File: src/hw/rtl/spr_pkg.sv
// Package for the servo pulse ramp generator: opcodes, register indexes,
// move modes, reset values and arithmetic widths. No dependencies.
`timescale 1ns / 1ps
`default_nettype none
package spr_pkg;

  // Fraction bits of an angle (1/16 degree).
  localparam int unsigned AngleFracBits = 4;

  // Field widths.
  localparam int unsigned PulseW  = 16;
  localparam int unsigned AngleW  = 13;
  localparam int unsigned StepW   = 12;
  localparam int unsigned TickW   = 16;
  localparam int unsigned CfgIdxW = 3;

  // Shared multiplier and divider widths.
  localparam int unsigned MulAW   = 28;
  localparam int unsigned MulBW   = 18;
  localparam int unsigned ProdW   = MulAW + MulBW;
  localparam int unsigned DvdW    = 41;
  localparam int unsigned DsrW    = 25;
  localparam int unsigned DivCntW = 6;

  typedef enum logic [1:0] {
    OP_SET    = 2'd0,
    OP_SMOOTH = 2'd1,
    OP_SOFT   = 2'd2,
    OP_TICK   = 2'd3
  } op_t;

  typedef enum logic [1:0] {
    MODE_IDLE   = 2'd0,
    MODE_SMOOTH = 2'd1,
    MODE_SOFT   = 2'd2
  } mode_t;

  typedef enum logic [CfgIdxW-1:0] {
    REG_MIN_PULSE  = 3'd0,
    REG_MAX_PULSE  = 3'd1,
    REG_FULL_ANGLE = 3'd2,
    REG_RAMP_STEP  = 3'd3,
    REG_SOFT_TICKS = 3'd4
  } cfg_idx_t;

  localparam logic [PulseW-1:0] MinPulseRst   = 16'd500;
  localparam logic [PulseW-1:0] MaxPulseRst   = 16'd2500;
  localparam logic [AngleW-1:0] FullAngleRst  = 13'd5760;
  localparam logic [7:0]        RampStepRst   = 8'd3;
  localparam logic [7:0]        SoftTicksRst  = 8'd5;
  localparam logic [PulseW-1:0] PulseCountRst = 16'd1500;

endpackage
`default_nettype wire

File: src/hw/rtl/servo_pulse_ramp_generator.sv
// Servo pulse ramp generator top level: command decode, move sequencer,
// shared multiplier and shared bit-serial divider. Depends on spr_pkg.
//
// Each input word is one command (set, smooth ramp, soft start, or a 1 ms
// tick) and yields exactly one output word with the compare value and the
// moving flag. Words are processed one at a time on a single shared
// multiplier and a restoring divider that produces one quotient bit per
// cycle. A set or smooth ramp command runs one division for the compare
// value, a soft start two (one for the start angle and one for the compare
// value), a tick that takes a soft start step one, and any other tick none.
// With full_angle at zero the compare division is skipped. The next word
// is accepted in the cycle after the result is registered. The result stage
// waits while an earlier result is still held in the output register. The
// input is ready whenever the sequencer is idle, even while the previous
// result still waits in the output register.
`timescale 1ns / 1ps
`default_nettype none
module servo_pulse_ramp_generator
  import spr_pkg::*;
(
  input  wire logic                clk,
  input  wire logic                rst,
  // Command stream. tdata: opcode[1:0], goal angle[15:2],
  // ramp delay[31:16].
  input  wire logic                s_tvalid,
  output logic                     s_tready,
  input  wire logic [31:0]         s_tdata,
  // Result stream. tdata: compare_value[15:0], moving[16], zero pad [23:17].
  output logic                     m_tvalid,
  input  wire logic                m_tready,
  output logic [23:0]              m_tdata,
  // Register write port.
  input  wire logic                cfg_we,
  input  wire logic [CfgIdxW-1:0]  cfg_addr,
  input  wire logic [15:0]         cfg_data
);

  typedef enum logic [3:0] {
    S_IDLE, S_DEC, S_SALD, S_SADIV, S_SASET, S_SNUM1, S_SNUM2, S_SNUM3,
    S_TOP, S_CLAMP, S_NSPAN, S_CLD, S_CDIV, S_CEND, S_FIN
  } state_t;

  state_t state;

  // Configuration registers.
  logic [PulseW-1:0] min_pulse_count;
  logic [PulseW-1:0] max_pulse_count;
  logic [AngleW-1:0] full_angle;
  logic [7:0]        ramp_step;
  logic [7:0]        soft_step_ticks;

  // Move state.
  logic [PulseW-1:0]       pulse_count;
  mode_t                   move_mode;
  logic [PulseW-1:0]       goal_count;
  logic [AngleW-1:0]       start_angle;
  logic signed [AngleW:0]  angle_span;
  logic [StepW-1:0]        step_index;
  logic [StepW-1:0]        step_total;
  logic [TickW-1:0]        tick_countdown;
  logic [TickW-1:0]        tick_reload;

  // Current command.
  op_t               cmd_op;
  logic [AngleW-1:0] cmd_angle;
  logic [TickW-1:0]  cmd_delay;

  // Conversion working registers.
  logic signed [MulAW-1:0] num;
  logic signed [ProdW-1:0] acc;
  logic [StepW-1:0]        mult;
  logic [DsrW-1:0]         top;
  logic [DsrW-1:0]         n_clamped;

  // Shared multiplier.
  logic signed [MulAW-1:0] mul_a;
  logic signed [MulBW-1:0] mul_b;
  logic signed [ProdW-1:0] prod;

  // Shared divider.
  logic [DvdW-1:0]    dvd;
  logic [DsrW:0]      rem;
  logic [DsrW-1:0]    divisor;
  logic [DivCntW-1:0] div_cnt;
  logic [DsrW:0]      rem_sh;
  logic [DsrW+1:0]    rem_diff;
  logic               div_last;

  // Combinational helpers.
  logic [PulseW-1:0]        span_c;
  logic signed [AngleW:0]   in_target;
  logic [AngleW-1:0]        in_angle;
  logic [AngleW-1:0]        sa_c;
  logic signed [AngleW:0]   aspan_c;
  logic [AngleW-1:0]        amag_c;
  logic [StepW-1:0]         st_raw;
  logic [StepW-1:0]         st_c;
  logic [TickW-1:0]         soft_reload_c;
  logic [PulseW:0]          ramp_stp;
  logic [PulseW-1:0]        ramp_next;
  logic [PulseW-1:0]        conv_res;

  assign span_c = (max_pulse_count >= min_pulse_count) ?
                  (max_pulse_count - min_pulse_count) : '0;

  // Clamp the incoming target to 0..full_angle.
  assign in_target = s_tdata[15:2];
  always_comb begin
    if (in_target < 0) begin
      in_angle = '0;
    end else if (in_target[AngleW-1:0] > full_angle) begin
      in_angle = full_angle;
    end else begin
      in_angle = in_target[AngleW-1:0];
    end
  end

  // Start angle from the divider quotient, with its span and step count.
  always_comb begin
    if (span_c == '0 || pulse_count <= min_pulse_count) begin
      sa_c = '0;
    end else if (dvd > DvdW'(full_angle)) begin
      sa_c = full_angle;
    end else begin
      sa_c = dvd[AngleW-1:0];
    end
    aspan_c = $signed({1'b0, cmd_angle}) - $signed({1'b0, sa_c});
    amag_c  = aspan_c[AngleW] ? AngleW'(-aspan_c) : aspan_c[AngleW-1:0];
    st_raw  = StepW'({amag_c >> AngleFracBits, 2'b00});
    st_c    = (st_raw == '0) ? StepW'(1) : st_raw;
    soft_reload_c = (soft_step_ticks == '0) ? TickW'(1) : TickW'(soft_step_ticks);
  end

  // One smooth ramp step toward the goal, stopping exactly on it.
  always_comb begin
    ramp_stp = (ramp_step == '0) ? (PulseW + 1)'(1) : (PulseW + 1)'(ramp_step);
    if (pulse_count < goal_count) begin
      ramp_next = ((PulseW + 1)'(goal_count - pulse_count) <= ramp_stp) ? goal_count :
                  PulseW'({1'b0, pulse_count} + ramp_stp);
    end else begin
      ramp_next = ((PulseW + 1)'(pulse_count - goal_count) <= ramp_stp) ? goal_count :
                  PulseW'({1'b0, pulse_count} - ramp_stp);
    end
  end

  assign conv_res = min_pulse_count + dvd[PulseW-1:0];

  // Multiplier operand selection by sequencer step.
  always_comb begin
    mul_a = '0;
    mul_b = '0;
    case (state)
      S_DEC: begin
        mul_a = MulAW'(pulse_count - min_pulse_count);
        mul_b = MulBW'(full_angle);
      end
      S_SNUM1: begin
        mul_a = MulAW'(start_angle);
        mul_b = MulBW'(step_total);
      end
      S_SNUM2: begin
        mul_a = MulAW'(angle_span);
        mul_b = MulBW'(step_index);
      end
      S_TOP: begin
        mul_a = MulAW'(full_angle);
        mul_b = MulBW'(mult);
      end
      S_NSPAN: begin
        mul_a = MulAW'(n_clamped);
        mul_b = MulBW'(span_c);
      end
      default: begin
        mul_a = '0;
      end
    endcase
  end

  // Restoring divider step: one quotient bit per cycle.
  assign rem_sh   = {rem[DsrW-1:0], dvd[DvdW-1]};
  assign rem_diff = {1'b0, rem_sh} - {2'b00, divisor};
  assign div_last = (div_cnt == DivCntW'(DvdW - 1));

  assign s_tready = (state == S_IDLE);

  always_ff @(posedge clk) begin
    prod <= mul_a * mul_b;

    if (state == S_SADIV || state == S_CDIV) begin
      if (!rem_diff[DsrW+1]) begin
        rem <= rem_diff[DsrW:0];
        dvd <= {dvd[DvdW-2:0], 1'b1};
      end else begin
        rem <= rem_sh;
        dvd <= {dvd[DvdW-2:0], 1'b0};
      end
      div_cnt <= div_cnt + 1'b1;
    end

    if (rst) begin
      state           <= S_IDLE;
      m_tvalid        <= 1'b0;
      m_tdata         <= '0;
      min_pulse_count <= MinPulseRst;
      max_pulse_count <= MaxPulseRst;
      full_angle      <= FullAngleRst;
      ramp_step       <= RampStepRst;
      soft_step_ticks <= SoftTicksRst;
      pulse_count     <= PulseCountRst;
      move_mode       <= MODE_IDLE;
      goal_count      <= '0;
      start_angle     <= '0;
      angle_span      <= '0;
      step_index      <= '0;
      step_total      <= StepW'(1);
      tick_countdown  <= '0;
      tick_reload     <= '0;
    end else begin
      // Register writes.
      if (cfg_we) begin
        unique case (cfg_addr)
          REG_MIN_PULSE:  min_pulse_count <= cfg_data;
          REG_MAX_PULSE:  max_pulse_count <= cfg_data;
          REG_FULL_ANGLE: full_angle      <= cfg_data[AngleW-1:0];
          REG_RAMP_STEP:  ramp_step       <= cfg_data[7:0];
          REG_SOFT_TICKS: soft_step_ticks <= cfg_data[7:0];
          default: ;
        endcase
      end

      // The result stage reloads the output register itself.
      if (m_tvalid && m_tready && state != S_FIN) begin
        m_tvalid <= 1'b0;
      end

      unique case (state)
        S_IDLE: begin
          if (s_tvalid) begin
            cmd_op    <= op_t'(s_tdata[1:0]);
            cmd_angle <= in_angle;
            cmd_delay <= s_tdata[31:16];
            state     <= S_DEC;
          end
        end
        S_DEC: begin
          unique case (cmd_op)
            OP_SET, OP_SMOOTH: begin
              num   <= MulAW'(cmd_angle);
              mult  <= StepW'(1);
              state <= S_TOP;
            end
            OP_SOFT: begin
              state <= S_SALD;
            end
            default: begin
              if (move_mode == MODE_IDLE) begin
                state <= S_FIN;
              end else if (tick_countdown > TickW'(1)) begin
                tick_countdown <= tick_countdown - 1'b1;
                state          <= S_FIN;
              end else begin
                tick_countdown <= tick_reload;
                if (move_mode == MODE_SMOOTH) begin
                  pulse_count <= ramp_next;
                  if (ramp_next == goal_count) begin
                    move_mode <= MODE_IDLE;
                  end
                  state <= S_FIN;
                end else begin
                  if (step_index < step_total) begin
                    step_index <= step_index + 1'b1;
                  end
                  state <= S_SNUM1;
                end
              end
            end
          endcase
        end
        S_SALD: begin
          dvd     <= DvdW'(prod);
          rem     <= '0;
          divisor <= DsrW'(span_c);
          div_cnt <= '0;
          state   <= S_SADIV;
        end
        S_SADIV: begin
          if (div_last) begin
            state <= S_SASET;
          end
        end
        S_SASET: begin
          start_angle    <= sa_c;
          angle_span     <= aspan_c;
          step_total     <= st_c;
          step_index     <= '0;
          tick_reload    <= soft_reload_c;
          tick_countdown <= soft_reload_c;
          state          <= S_SNUM1;
        end
        S_SNUM1: begin
          state <= S_SNUM2;
        end
        S_SNUM2: begin
          acc   <= prod;
          state <= S_SNUM3;
        end
        S_SNUM3: begin
          num   <= MulAW'(acc + prod);
          mult  <= step_total;
          state <= S_TOP;
        end
        S_TOP: begin
          state <= S_CLAMP;
        end
        S_CLAMP: begin
          // Saturate the rational angle to 0..full_angle*mult.
          top <= prod[DsrW-1:0];
          if (num < 0) begin
            n_clamped <= '0;
          end else if (num[MulAW-2:0] > (MulAW - 1)'(prod[DsrW-1:0])) begin
            n_clamped <= prod[DsrW-1:0];
          end else begin
            n_clamped <= num[DsrW-1:0];
          end
          if (full_angle == '0) begin
            dvd   <= '0;
            state <= S_CEND;
          end else begin
            state <= S_NSPAN;
          end
        end
        S_NSPAN: begin
          state <= S_CLD;
        end
        S_CLD: begin
          dvd     <= DvdW'(prod);
          rem     <= '0;
          divisor <= top;
          div_cnt <= '0;
          state   <= S_CDIV;
        end
        S_CDIV: begin
          if (div_last) begin
            state <= S_CEND;
          end
        end
        S_CEND: begin
          unique case (cmd_op)
            OP_SET: begin
              pulse_count <= conv_res;
              move_mode   <= MODE_IDLE;
            end
            OP_SMOOTH: begin
              goal_count     <= conv_res;
              tick_reload    <= (cmd_delay == '0) ? TickW'(1) : cmd_delay;
              tick_countdown <= (cmd_delay == '0) ? TickW'(1) : cmd_delay;
              move_mode      <= (pulse_count == conv_res) ? MODE_IDLE : MODE_SMOOTH;
            end
            default: begin
              pulse_count <= conv_res;
              move_mode   <= (step_index >= step_total) ? MODE_IDLE : MODE_SOFT;
            end
          endcase
          state <= S_FIN;
        end
        S_FIN: begin
          // Wait for the output register to free up.
          if (!m_tvalid || m_tready) begin
            m_tvalid <= 1'b1;
            m_tdata  <= {7'b0, (move_mode != MODE_IDLE), pulse_count};
            state    <= S_IDLE;
          end
        end
        default: begin
          state <= S_IDLE;
        end
      endcase
    end
  end

  // Only one word is in flight at a time.
  a_one_at_a_time: assert property (@(posedge clk) disable iff (rst)
    s_tvalid && s_tready |=> !s_tready)
    else $error("command accepted while busy");

  // The compare division never divides by zero.
  a_div_nonzero: assert property (@(posedge clk) disable iff (rst)
    state == S_CDIV |-> divisor != '0)
    else $error("compare division by zero");

  // A soft move never steps past its last step.
  a_soft_index: assert property (@(posedge clk) disable iff (rst)
    move_mode == MODE_SOFT |-> step_index <= step_total)
    else $error("soft start step index overran");

  // A smooth move always has somewhere to go.
  a_smooth_goal: assert property (@(posedge clk) disable iff (rst)
    move_mode == MODE_SMOOTH && state == S_IDLE |-> pulse_count != goal_count)
    else $error("smooth move stalled on its goal");

endmodule
`default_nettype wire

File: config.mk
export PLATFORM = sky130hd
export DESIGN_NAME = servo_pulse_ramp_generator
export DESIGN_NICKNAME = d
export VERILOG_FILES = /design/src/hw/rtl/spr_pkg.sv /design/src/hw/rtl/servo_pulse_ramp_generator.sv
export SDC_FILE = /design/constraint.sdc
export NUM_CORES = 2
export LEC_CHECK = 0
export ABC_CLOCK_PERIOD_IN_PS = 22700
export BUFFER_PORTS_ARGS = -buffer_cell sky130_fd_sc_hd__buf_2
export CAP_MARGIN = 20
export CORE_ASPECT_RATIO = 1.1
export CORE_MARGIN = 1.5
export CORE_UTILIZATION = 62
export CTS_CLUSTER_DIAMETER = 200
export DETAILED_ROUTE_END_ITERATION = 7
export PLACE_DENSITY = 0.87
export SYNTH_ARGS = -nofsm -noshare
export SYNTH_HDL_FRONTEND = slang
export SYNTH_SLANG_ARGS = --single-unit
File: constraint.sdc
create_clock -name clk -period 22.7 [get_ports clk]
set_input_delay 3.405 -clock clk [delete_from_list [all_inputs] [get_ports clk]]
set_output_delay 3.405 -clock clk [all_outputs]
set_load 0.02 [all_outputs]
-- After elaboration in Yosys (flattened, before gate mapping)
Index checks and enable logic that the tools add are counted.
- register bits after elaboration: 488
- bits of input ports: 56
- output and inout port bits: 26
- $add $sub $neg: 14
- multiply operators: 1
- magnitude comparators: 13
- equality and inequality tests: 39
- mux-type cells: 72
- bitwise gates (word level): 1
- reduce and logical (&&, ||, !) cells: 44
- operators by type and width (cell ; number):
    $mux W16 ; 14
    $pmux W28 S5 ; 1
    $mux W41 ; 3
    $mux W26 ; 4
    $pmux W41 S2 ; 1
    $pmux W16 S5 ; 1
    $mux W12 ; 6
    $pmux W16 S2 ; 2
    $pmux W4 S15 ; 1
    $pmux W28 S2 ; 1
    $mux W13 ; 4
    $sub A16 B16 Y17 ; 3
    $pmux W25 S2 ; 1
    $pmux W12 S2 ; 2
    $pmux W16 S3 ; 1
    $gt A41 B13 Y1 ; 1
    $mul A28 B17 Y41 ; 1
    $le A17 B8 Y1 ; 2
    $eq A16 B16 Y1 ; 2
    $logic_not A16 Y1 ; 2
    $add A28 B28 Y28 ; 1
    $eq A4 B4 Y1 const B ; 7
    $lt A28 B1 Y1 const B ; 1
    $mux W28 ; 1
    58 further kinds ; 121

-- Logic depth before layout (Yosys ltp)
- depth in word-level cells: 12
- mapped depth: 39
- mapped depth without buffers: 38

-- Worst setup path before layout
No wires, ideal clock.
- path kind: reg-to-reg
- start: register pulse_count[1]
- end: register prod[40]
- library setup time: 0.072 ns
- arrival: 8.774 ns
- path slack: 13.854 ns
- stages on the path, launching flop included: 34
- buffers on the path: 0
- path through: dfxtp_1 -> ha_1 -> nor2b_1 -> o21ai_1 -> a21boi_1 -> o211ai_1 -> a211oi_1 -> o41ai_1 -> a21oi_1 -> o21a_1 -> o21a_1 -> o31ai_1 -> nand2_1 -> fa_1 -> inv_1 -> fa_1 -> fa_1 -> fa_1 -> fa_1 -> inv_1 -> fa_1 -> inv_1 -> ha_1 -> a21o_1 -> a21oi_1 -> o21bai_1 -> a2111oi_0 -> o32ai_1 -> or2_1 -> a221o_1 -> o21ai_1 -> o2111ai_1 -> a21oi_1 -> xnor2_1
- word-level cells in the longest chain between the ends: 3
- ends and longest elaborated chain (item ; line ; RTL):
    start: declaration ; servo_pulse_ramp_generator.sv:53 ; logic [PulseW-1:0] pulse_count;
    start signal: assignment ; servo_pulse_ramp_generator.sv:209 ; pulse_count <= PulseCountRst;
    start signal: assignment ; servo_pulse_ramp_generator.sv:264 ; pulse_count <= ramp_next;
    start signal: assignment ; servo_pulse_ramp_generator.sv:350 ; pulse_count <= conv_res;
    $sub A16 B16 Y17 ; servo_pulse_ramp_generator.sv:154 ; mul_a = MulAW'(pulse_count - min_pulse_count);
    $pmux W28 S5 ; servo_pulse_ramp_generator.sv:152 ; case (state)
    $mul A28 B17 Y41 ; servo_pulse_ramp_generator.sv:187 ; prod <= mul_a * mul_b;
    end signal: assignment ; servo_pulse_ramp_generator.sv:187 ;
    end: declaration ; servo_pulse_ramp_generator.sv:78 ; logic signed [ProdW-1:0] prod;
Every way passes these cells.
A chain may end at the register's enable or synchronous reset.

-- Final worst setup path
Ends and elaborated chain as after synthesis.

==> impl_metrics.env <==
export IMPL_layout_common_cells="673 x inv_1, 633 x nand2_1, 518 x nor2_1"
export IMPL_maxCapViolations=0
export IMPL_cts_hold_buf=0
export IMPL_die_x_um=258.4
export IMPL_drc_errors=0
export IMPL_synth_async_reset_ratio=0
export IMPL_ys_ff_latch=483
export IMPL_cts_tree="built"
export IMPL_grt_first_pass_wirelength_um=218000
export IMPL_first_pass_iters=6
export IMPL_instances_no_fill=6115
export IMPL_clk_pin_slew_ps=60
export IMPL_dpl_cell_count=6010
export IMPL_rsz0062_at_grt="false"
export IMPL_setup_viol=0
export IMPL_status="finished clean"
export IMPL_p_total_mw=4.501
export IMPL_slew_viol_final=0
export IMPL_cts_made_buffers=52
export IMPL_grt_ovfl_total=0
export IMPL_grt_start_max_net_pins=60
export IMPL_layout_nets=5930
export IMPL_clock_sinks=483
export IMPL_start_util=0.6292
export IMPL_port_buffer_count=74
export IMPL_worstPathArrival_ps=11030
export IMPL_slew_headroom=0.2015
export IMPL_crit_slowest_cell="o31ai_2"
export IMPL_ioPinCount=82
export IMPL_end_kind="flop"
export IMPL_routedWlPerCell_um=22.94
export IMPL_synth_area_per_cell_um2=8.620
export IMPL_syn_area_um2=44490
export IMPL_tns_ps=0
export IMPL_globalplace_congestion=1.031
export IMPL_worstPathRequired_ps=23240
export IMPL_p_leak_nw=20.98
export IMPL_core_rowCount=102
export IMPL_hold_viol_final=0
export IMPL_syn_inst=5161
export IMPL_vdd_ir_drop_max_mv=0.1210
export IMPL_synth_edf_count=172
export IMPL_final_common_cell="inv_1"
export IMPL_ys_flop_type="dfxtp_1"
export IMPL_viasPerCell=6.408
export IMPL_h_tree_depth=2
export IMPL_postCtsSetupBuffers=0
export IMPL_hp_class="reg -> reg"
export IMPL_coreArea_um2=70700
export IMPL_cts_resized_gates=0
export IMPL_ys_types=89
export IMPL_syn_to_final_growth_pct=6.966
export IMPL_cpMostUsedCell="fa_1"
export IMPL_cts_buffer_depth=3
export IMPL_antenna_found_initial=9
export IMPL_nFillCells=5455
export IMPL_finalCritPeriodShare=0.4623
export IMPL_dieArea_um2=73370
export IMPL_finClkSkew_ps=32.71
export IMPL_seq_area_frac_synth=0.2560
export IMPL_first_global_vias=39450
export IMPL_worstSkewPairLatency_ps=630
export IMPL_wl_um=140300
export IMPL_post_dp_hpwl_um=106900
export IMPL_layout_drive_gt1_share=0.05740
export IMPL_timing_fmax_mhz=95.30
export IMPL_power_density_nw_per_um2=94.58
export IMPL_cts_root_buf="clkbuf_16"
export IMPL_dieHeight_um=284.0
export IMPL_yosys_warnings=0
export IMPL_critPathMaxStageDelay_ps=920
export IMPL_fin_util=0.6731
export IMPL_vias=39190
export IMPL_critical_path_class="reg -> reg"
export IMPL_fin_hold_ws_ps=432.0
export IMPL_start_kind="flop"
export IMPL_grtUsageTotal=0.3822
export IMPL_final_min_clock_period_ps=10490
export IMPL_cp_max_fo=12
export IMPL_first_iter_violations=4052
export IMPL_ant_nets=0
export IMPL_worstMarginPinSlew_ps=1187
[metal layers]
metal	routed length (um)	GRT usage	vias to the layer above
met5	49	0	-
met4	11300	0.2673	8
met3	15420	0.09843	690
met2	64220	0.6139	2340
met1	49320	0.4457	18790
li1	-	-	17360
[per-stage QoR]
stage	setup WS, ps	cell area (um^2)
detailed placement	12510	45720
floorplan	13850	44520
finish	12210	47590
CTS	12410	47540
global route	11690	47580
global placement	12750	45720
[cells in the mapped netlist, types with 82 or more instances]
cell / number / area [um^2]
o21ai_0: 167 / 835.8
edfxtp_1: 172 / 5165
clkbuf_1: 189 / 709.4
nand2_1: 633 / 2376
xor2_1: 83 / 727.0
nor2_1: 521 / 1956
fa_1: 403 / 8068
dfxtp_1: 311 / 6226
a21oi_1: 313 / 1567
a21o_1: 82 / 615.6
inv_1: 674 / 2530
xnor2_1: 146 / 1279
ha_1: 341 / 4267
mux2i_1: 83 / 830.8
[cell families after synthesis]
group,synth area share
AOI/OAI and AO/OA,0.1594
xor gates and xnor gates,0.04508
adders and majority gates,0.2772
buffers and inverters,0.07743
DFF,0.2560
muxes,0.02272
other,0.00008429
and+or+nand+nor,0.1620
[registers in the layout (all words and copies together), names as in the netlist, 17 cells and up]
name and cells:
acc 28, divisor 25, dvd 41, m_tdata 17
n_clamped 25, num 28, prod 41, rem 25
top 25
[report_power, final]
group,internal [mW],total [mW],switching [mW],leakage (nW)
combinational,0.840,2.34,1.50,16.0
clock,0.528,0.911,0.384,0.891
sequential,1.06,1.25,0.197,4.13
[cell type report]
class                      count  area, um^2  area share
clock buffer                  71        1506     0.03166
antenna                        5       12.51   0.0002629
inverter                     676        2537     0.05332
clock inverter                27       319.1    0.006705
timing repair buffer         135       850.8     0.01788
multi-input combinational   3782       29800      0.6262
tap                          936        1171     0.02461
sequential                   483       11390      0.2394
[worst max-delay path, delay by kind of cell (launching register included)]
kind / cells / cell delay, ps
xor gates and xnor gates: 1 / 130
and+or+nand+nor: 3 / 630
buffers and inverters: 3 / 150
AOI/OAI and AO/OA: 18 / 5140
adders and majority gates: 8 / 3650
DFF: 1 / 690
[path summary, 6_finish.rpt]
| check | depth (start not counted) | slack [ps] | startpoint | to |
|---|---|---|---|---|
| setup / recovery | 33 | 12210 | pulse_count[1] | prod[40] |
| hold / removal | 2 | 430 | prod[33] | dvd[33] |
| hold reg to reg | 2 | 430 | prod[33] | dvd[33] |
| setup reg to reg | 33 | 12210 | pulse_count[1] | prod[40] |
Note: power is estimated with default switching activity, not from simulation.
